$ cat config.mk
export PLATFORM = sky130hd
export DESIGN_NAME = rlcr_store
export DESIGN_NICKNAME = d
export VERILOG_FILES = /design/src/rtl/rlcr_pkg.sv /design/src/rtl/rlcr_store.sv
export SDC_FILE = /design/constraint.sdc
export NUM_CORES = 2
export LEC_CHECK = 0
export BUFFER_PORTS_ARGS = -buffer_cell sky130_fd_sc_hd__buf_2
export CORE_AREA = 2 2 699 701
export DETAILED_ROUTE_END_ITERATION = 7
export DIE_AREA = 0 0 701 703
export GPL_TIMING_DRIVEN = 0
export PLACE_DENSITY = 0.53
export SYNTH_ARGS = -nofsm -noshare
export SYNTH_HDL_FRONTEND = slang
export SYNTH_MEMORY_MAX_BITS = 65536
export SYNTH_SLANG_ARGS = --single-unit
$ cat constraint.sdc
create_clock -name clk -period 11.38 [get_ports clk]
set_clock_uncertainty 0.05 [all_clocks]
set_input_delay 1.707 -clock clk [delete_from_list [all_inputs] [get_ports clk]]
set_output_delay 1.707 -clock clk [all_outputs]
set_load 0.05 [all_outputs]
$ cat src/rtl/rlcr_pkg.sv
`timescale 1ns / 1ps
`default_nettype none
package rlcr_pkg;

  localparam int RLCR_WINDOW_DEPTH = 16;
  localparam int RLCR_MAX_CHUNKS   = 4;
  localparam int SN_W              = 32;
  localparam int LEN_W             = 16;
  localparam int MAX_RESULTS       = 64;
  localparam int RES_CNT_W         = 7;
  localparam int CFG_IDX_W         = 2;
  localparam int CFG_DATA_W        = 16;
  localparam int WSIZE_W           = 5;

  typedef enum logic [CFG_IDX_W-1:0] {
    CFG_WINDOW_SIZE     = 2'd0,
    CFG_REORDER_TIMEOUT = 2'd1,
    CFG_FIRST_PDU_START = 2'd2
  } cfg_idx_t;

  typedef enum logic [1:0] {
    EV_DELIVER   = 2'd0,
    EV_DISCARD   = 2'd1,
    EV_FRAG_DROP = 2'd2,
    EV_LEN_ERR   = 2'd3
  } ev_t;

  typedef enum logic [1:0] {
    ACT_WHOLE = 2'd0,
    ACT_FIRST = 2'd1,
    ACT_LAST  = 2'd2,
    ACT_MID   = 2'd3
  } act_t;

  typedef struct packed {
    logic [SN_W-1:0]  sdu_sn;
    logic [LEN_W-1:0] len;
    logic [LEN_W-1:0] sdu_len;
  } chunk_t;

  typedef struct packed {
    ev_t              kind;
    logic [SN_W-1:0]  sn;
    logic [LEN_W-1:0] len;
  } res_t;

endpackage
`default_nettype wire

$ cat src/rtl/rlcr_store.sv
`timescale 1ns / 1ps
`default_nettype none
module rlcr_store import rlcr_pkg::*; #(
  parameter int WINDOW_DEPTH = RLCR_WINDOW_DEPTH,
  parameter int MAX_CHUNKS   = RLCR_MAX_CHUNKS,
  localparam int SW = (WINDOW_DEPTH > 1) ? $clog2(WINDOW_DEPTH) : 1,
  localparam int CW = $clog2(MAX_CHUNKS + 1),
  localparam int AW = (WINDOW_DEPTH * MAX_CHUNKS > 1) ? $clog2(WINDOW_DEPTH * MAX_CHUNKS) : 1
) (
  input  wire logic          clk,
  input  wire logic          c_we,
  input  wire logic [AW-1:0] c_waddr,
  input  wire chunk_t        c_wdata,
  input  wire logic [AW-1:0] c_raddr,
  output chunk_t             c_rdata,
  input  wire logic          i_we,
  input  wire logic [SW-1:0] i_waddr,
  input  wire logic [1:0]    i_wfi,
  input  wire logic [CW-1:0] i_wcnt,
  input  wire logic [SW-1:0] i_raddr,
  output logic [1:0]         i_rfi,
  output logic [CW-1:0]      i_rcnt
);

  chunk_t               cmem [WINDOW_DEPTH*MAX_CHUNKS];
  logic   [CW+1:0]      imem [WINDOW_DEPTH];

  always_ff @(posedge clk) begin
    if (c_we) begin
      cmem[c_waddr] <= c_wdata;
    end
    c_rdata <= cmem[c_raddr];
  end

  always_ff @(posedge clk) begin
    if (i_we) begin
      imem[i_waddr] <= {i_wfi, i_wcnt};
    end
    {i_rfi, i_rcnt} <= imem[i_raddr];
  end

endmodule
`default_nettype wire

# After elaboration in Yosys (flattened, before gate mapping)
# Memories as Yosys holds them, arrays and structs flattened. A register that Yosys moved wholly into a read port is not among the register bits.
# Cells that the tools add are included.
[word_totals]
memories = 2
wordCells = 6
in_bits = 92
ram_bits = 4176
out_inout_bits = 69
regBits = 0
[mem_list]
columns = ["memory", "words", "word_bits", "rd", "rd_clocked_by_memory_dff", "wr", "line_no", "rtl"]
rows = [
  ["cmem", 64, 64, 1, 1, 1, "rlcr_store.sv:25", "chunk_t cmem [WINDOW_DEPTH*MAX_CHUNKS];"],
  ["imem", 16, 5, 1, 1, 1, "rlcr_store.sv:26", "logic [CW+1:0] imem [WINDOW_DEPTH];"],
]
[classes]
n_mux = 4
[ops]
columns = ["cell", "count"]
rows = [
  ["two-way mux 1 bit", 4],
]

# Longest topological paths before layout
[depth]
word_depth = 2
mapped_depth = 10
mapped_depth_nobuf = 5

# Least setup slack after synthesis
# No wires, ideal clock.
[synth_timing]
kind = "input -> register"
startpoint = "input c_waddr[5]"
endpoint = "memory cmem[32][0] (netlist name) (enable)"
arrival_ps = 5218
setup_ps = 486
path_slack_ps = 5625
required_time_ps = 10844
stages = 4
path_cell_list = "clkbuf_1 > or3b_2 > clkbuf_1 > nor2_1"
[synth_lines]
columns = ["element", "line_no", "rtl"]
rows = [
  ["start: declaration", "rlcr_store.sv:12", "input wire logic [AW-1:0] c_waddr,"],
  ["end: declaration", "rlcr_store.sv:25", ""],
]
# Straight into the memory's write port.

==> metrics.txt <==
# TYPE chip_impl_metric gauge
chip_impl_metric{name="number_of_clock_buffers_inserted_by_tritoncts",unit=""} 427
chip_impl_info{name="hold_class",value="reg -> reg"} 1
chip_impl_metric{name="internal_power",unit="mW"} 25.7
chip_impl_info{name="dominantRegCellSynth",value="sky130_fd_sc_hd__edfxtp_1"} 1
chip_impl_metric{name="route.antenna.remaining_nets",unit=""} 0
chip_impl_metric{name="layout-drive-gt1-share",unit=""} 0.306
chip_impl_metric{name="worst_pin_slew",unit="ns"} 1.44
chip_impl_metric{name="design.die.area",unit="sq mm"} 0.493
chip_impl_metric{name="cts_hold_repair.buffers",unit=""} 0
chip_impl_metric{name="yosysSeqAreaShare",unit=""} 0.795
chip_impl_info{name="critical_path.startpoint_type",value="primary input"} 1
chip_impl_metric{name="finalNetCount",unit=""} 7610
chip_impl_metric{name="synth.top_cell.area_share",unit=""} 0.786
chip_impl_metric{name="fillers",unit=""} 42981
chip_impl_metric{name="layout.area.seq",unit="sq mm"} 0.127
chip_impl_metric{name="buffer_ports.inserted",unit=""} 151
chip_impl_metric{name="cts_repair_resize_count",unit=""} 0
chip_impl_metric{name="clock-sinks",unit=""} 4245
chip_impl_metric{name="placement.cell_area",unit="sq mm"} 0.173
chip_impl_metric{name="combPwrFrac",unit=""} 0.055
chip_impl_metric{name="crit_arrival",unit="ns"} 6.23
chip_impl_metric{name="ys_seq_elements",unit=""} 4245
chip_impl_metric{name="postLayoutCellArea",unit="sq mm"} 0.187
chip_impl_metric{name="power_frac_clock",unit=""} 0.421
chip_impl_metric{name="yosys_warnings",unit=""} 0
chip_impl_metric{name="placement_rows",unit=""} 256
chip_impl_metric{name="multi_input_area",unit="sq mm"} 0.0313
chip_impl_metric{name="layout_worst_path_cycle_share",unit=""} 0.480
chip_impl_metric{name="drc_errors",unit=""} 0
chip_impl_metric{name="clk_pin_slew_worst_paths",unit="ns"} 0.06
chip_impl_metric{name="static-leakage-power",unit="nW"} 57.8
chip_impl_metric{name="cts_max_path_buffers",unit=""} 4
chip_impl_info{name="run_status",value="completed"} 1
chip_impl_metric{name="detailedRoute.firstPassIterationCount",unit=""} 5
chip_impl_metric{name="ys_async_sr_fraction",unit=""} 0
chip_impl_metric{name="post_synth.cell_area_avg",unit="sq um"} 23.8
chip_impl_metric{name="grt_first_pass_wirelength",unit="mm"} 656
chip_impl_metric{name="synth.distinct_cells",unit=""} 36
chip_impl_metric{name="hold_vio_cnt_final",unit=""} 0
chip_impl_metric{name="number_of_standard_cells_after_synthesis",unit=""} 6714
chip_impl_metric{name="sequentialPowerShare",unit=""} 0.524
chip_impl_metric{name="number_of_setup_buffers_added_after_cts",unit=""} 0
chip_impl_metric{name="net_count_of_the_mapped_netlist",unit=""} 6806
chip_impl_metric{name="initial_core_util",unit=""} 0.329
chip_impl_info{name="critical_path.endpoint_type",value="register"} 1
chip_impl_metric{name="first_global_vias",unit=""} 78848
chip_impl_metric{name="global_route.overflow_total",unit=""} 0
chip_impl_metric{name="max_cap_viol_count",unit=""} 0
chip_impl_metric{name="layout-area-overhead-vs-synth",unit="%"} 17.4
chip_impl_metric{name="worst-path-max-fanout",unit=""} 13
chip_impl_info{name="crit_type",value="in -> reg"} 1
chip_impl_info{name="cts_root_buf",value="sky130_fd_sc_hd__clkbuf_16"} 1
chip_impl_metric{name="timing.setup.tns",unit="ns"} 0
chip_impl_metric{name="switching_power",unit="mW"} 7.37
chip_impl_info{name="synth_top_area_cell",value="sky130_fd_sc_hd__edfxtp_1"} 1
chip_impl_metric{name="ir_worst_vdd",unit="mV"} 0.128
chip_impl_metric{name="initial_antenna_violation_count",unit=""} 74
chip_impl_metric{name="number_of_enable_flip_flop_cells_after_synthesis",unit=""} 4176
chip_impl_metric{name="gp_congestion",unit=""} 0.791
chip_impl_metric{name="finalPower",unit="mW"} 33.1
chip_impl_metric{name="report.final.setup_viol",unit=""} 0
chip_impl_metric{name="track_usage",unit=""} 0.192
chip_impl_metric{name="clock_latency",unit="ns"} 1.05
chip_impl_metric{name="chipHeight",unit="microns"} 703
chip_impl_metric{name="detail_route.vias_per_cell",unit=""} 5.44
chip_impl_metric{name="mappedNetlistArea",unit="sq mm"} 0.160
chip_impl_metric{name="cp_data_required_time",unit="ns"} 12.16
chip_impl_metric{name="die_x",unit="microns"} 701
chip_impl_metric{name="routed_wirelength",unit="mm"} 484
chip_impl_metric{name="grt_max_degree",unit=""} 65
chip_impl_metric{name="slew_headroom",unit=""} 0.0405
chip_impl_metric{name="fin_crit",unit="ns"} 5.46
chip_impl_info{name="top_cells_by_instance_count_after_synthesis",value="sky130_fd_sc_hd__edfxtp_1, sky130_fd_sc_hd__mux4_2, sky130_fd_sc_hd__o22ai_1"} 1
chip_impl_metric{name="routedWlPerCell",unit="microns"} 33.7
chip_impl_metric{name="power.switching_fraction",unit=""} 0.223
chip_impl_metric{name="core_area",unit="sq mm"} 0.485
chip_impl_metric{name="achievable-frequency",unit="MHz"} 183
chip_impl_metric{name="dp.final_hpwl",unit="mm"} 332
chip_impl_metric{name="htree_levels",unit=""} 5
chip_impl_info{name="most_numerous_cell_in_the_yosys_netlist",value="sky130_fd_sc_hd__edfxtp_1"} 1
chip_impl_info{name="netlist_top_cells_area",value="sky130_fd_sc_hd__edfxtp_1, sky130_fd_sc_hd__mux4_2, sky130_fd_sc_hd__mux2i_1, sky130_fd_sc_hd__o22ai_1, sky130_fd_sc_hd__dfxtp_1"} 1
chip_impl_metric{name="drt_iter0_drc",unit=""} 10659
chip_impl_metric{name="p_per_area",unit="mW/mm^2"} 177
chip_impl_metric{name="drv_slew",unit=""} 0
chip_impl_metric{name="worst_hold_slack",unit="ns"} 0.725
chip_impl_metric{name="design.portCount",unit=""} 161
chip_impl_info{name="rsz0062_at_grt",value="false"} 1
chip_impl_metric{name="detailroute.via_count",unit=""} 78082
chip_impl_info{name="tritoncts",value="yes"} 1
cells by family after synthesis:
| kind of cell | after synthesis | share of synthesized area |
|---|---|---|
| AND/OR/NAND/NOR | 346 | 0.0101 |
| multiplexers | 1280 | 0.163 |
| buffers and inverters | 368 | 0.0122 |
| flip-flops | 4245 | 0.795 |
| AO/OA/AOI/OAI | 475 | 0.0199 |
final cells by class:
type | count | share of cell area
Antenna cell | 37 | 0.000494
Clock inverter | 246 | 0.0122
Buffer | 368 | 0.0104
Timing Repair Buffer | 375 | 0.0286
Sequential cell | 4245 | 0.677
Multi-Input combinational cell | 2101 | 0.167
Tap cell | 6450 | 0.0431
Clock buffer | 534 | 0.0609
flip-flops by register name, summed over array words and instances, names as in the netlist:
signal,flops
i_rcnt,3
i_rfi,2
cmem,4096
c_rdata,64
imem,80
critical path, stage by stage:
cell	delay (ns)
sky130_fd_sc_hd__buf_4	0.33
sky130_fd_sc_hd__buf_4	0.40
sky130_fd_sc_hd__buf_2	0.72
sky130_fd_sc_hd__buf_2	0.64
sky130_fd_sc_hd__mux4_2	0.33
sky130_fd_sc_hd__o22ai_1	0.07
sky130_fd_sc_hd__nor4_1	0.91
sky130_fd_sc_hd__nor2_1	0.08
sky130_fd_sc_hd__a21oi_1	0.91
routing by layer:
metal | vias to the layer above | GRT usage | share of wire
met2 | 3627 | 0.319 | 0.49
li1 | 30700 | - | -
met1 | 42927 | 0.252 | 0.39
met4 | 46 | 0.0672 | 0.036
met5 | - | 0 | 0.00059
met3 | 782 | 0.0395 | 0.086
worst paths after layout:
check / start / depth (start not counted) / slack (ns) / endpoint
max: c_raddr[1] / 9 / 5.92 / c_rdata[3]
min: imem[7][0] / 2 / 0.73 / i_rcnt[0]
max reg2reg: cmem[28][3] / 5 / 8.39 / c_rdata[3]
min reg2reg: imem[7][0] / 2 / 0.73 / i_rcnt[0]
placed cells by master (no fill, tap or decap), types with 8 or more instances in the layout:
cell type,n
sky130_fd_sc_hd__nor2_4,64
sky130_fd_sc_hd__clkbuf_16,434
sky130_fd_sc_hd__mux2i_1,167
sky130_fd_sc_hd__buf_1,19
sky130_fd_sc_hd__nand2_1,73
sky130_fd_sc_hd__nor3_1,25
sky130_fd_sc_hd__buf_6,8
sky130_fd_sc_hd__o22a_1,11
sky130_fd_sc_hd__a221oi_1,11
sky130_fd_sc_hd__buf_12,192
sky130_fd_sc_hd__o22ai_1,246
sky130_fd_sc_hd__nor4_1,47
sky130_fd_sc_hd__dfxtp_1,69
sky130_fd_sc_hd__clkbuf_1,196
sky130_fd_sc_hd__clkinv_1,89
sky130_fd_sc_hd__nand2b_1,16
sky130_fd_sc_hd__clkbuf_2,8
sky130_fd_sc_hd__a221o_1,39
sky130_fd_sc_hd__nor2_1,78
sky130_fd_sc_hd__buf_2,279
sky130_fd_sc_hd__edfxtp_1,4176
sky130_fd_sc_hd__mux2_2,64
sky130_fd_sc_hd__bufinv_16,32
sky130_fd_sc_hd__clkinvlp_4,11
sky130_fd_sc_hd__o21ai_0,24
sky130_fd_sc_hd__diode_2,37
sky130_fd_sc_hd__nand3b_1,9
sky130_fd_sc_hd__clkbuf_8,17
sky130_fd_sc_hd__buf_4,97
sky130_fd_sc_hd__mux4_2,1049
sky130_fd_sc_hd__buf_16,25
sky130_fd_sc_hd__clkinv_2,86
sky130_fd_sc_hd__a21oi_1,67
sky130_fd_sc_hd__o221ai_1,16
sky130_fd_sc_hd__o211ai_1,42
power groups by stage:
stage               Clock (mW)  Combinational (mW)  Sequential, mW
global route              14.7                1.91            17.4
finish                    13.9                1.83            17.4
global placement             0                1.77            17.7
detailed placement           0                1.84            17.7
floorplan                    0               0.821            17.8
CTS                       14.1                1.84            17.4
stage by stage:
| step | cells | util | worst slack (ns) |
|---|---|---|---|
| 2_1_floorplan | 6714 | - | 5.63 |
| 3_3_place_gp | 13315 | 0.347 | -0.0209 |
| 3_5_place_dp | 13539 | 0.358 | 4.86 |
| 4_1_cts | 14319 | 0.386 | 5.96 |
| 5_1_grt | 14332 | 0.386 | 6.03 |
| 6_report | 14356 | 0.386 | 5.92 |
Note: power is estimated with default switching activity, not from simulation.
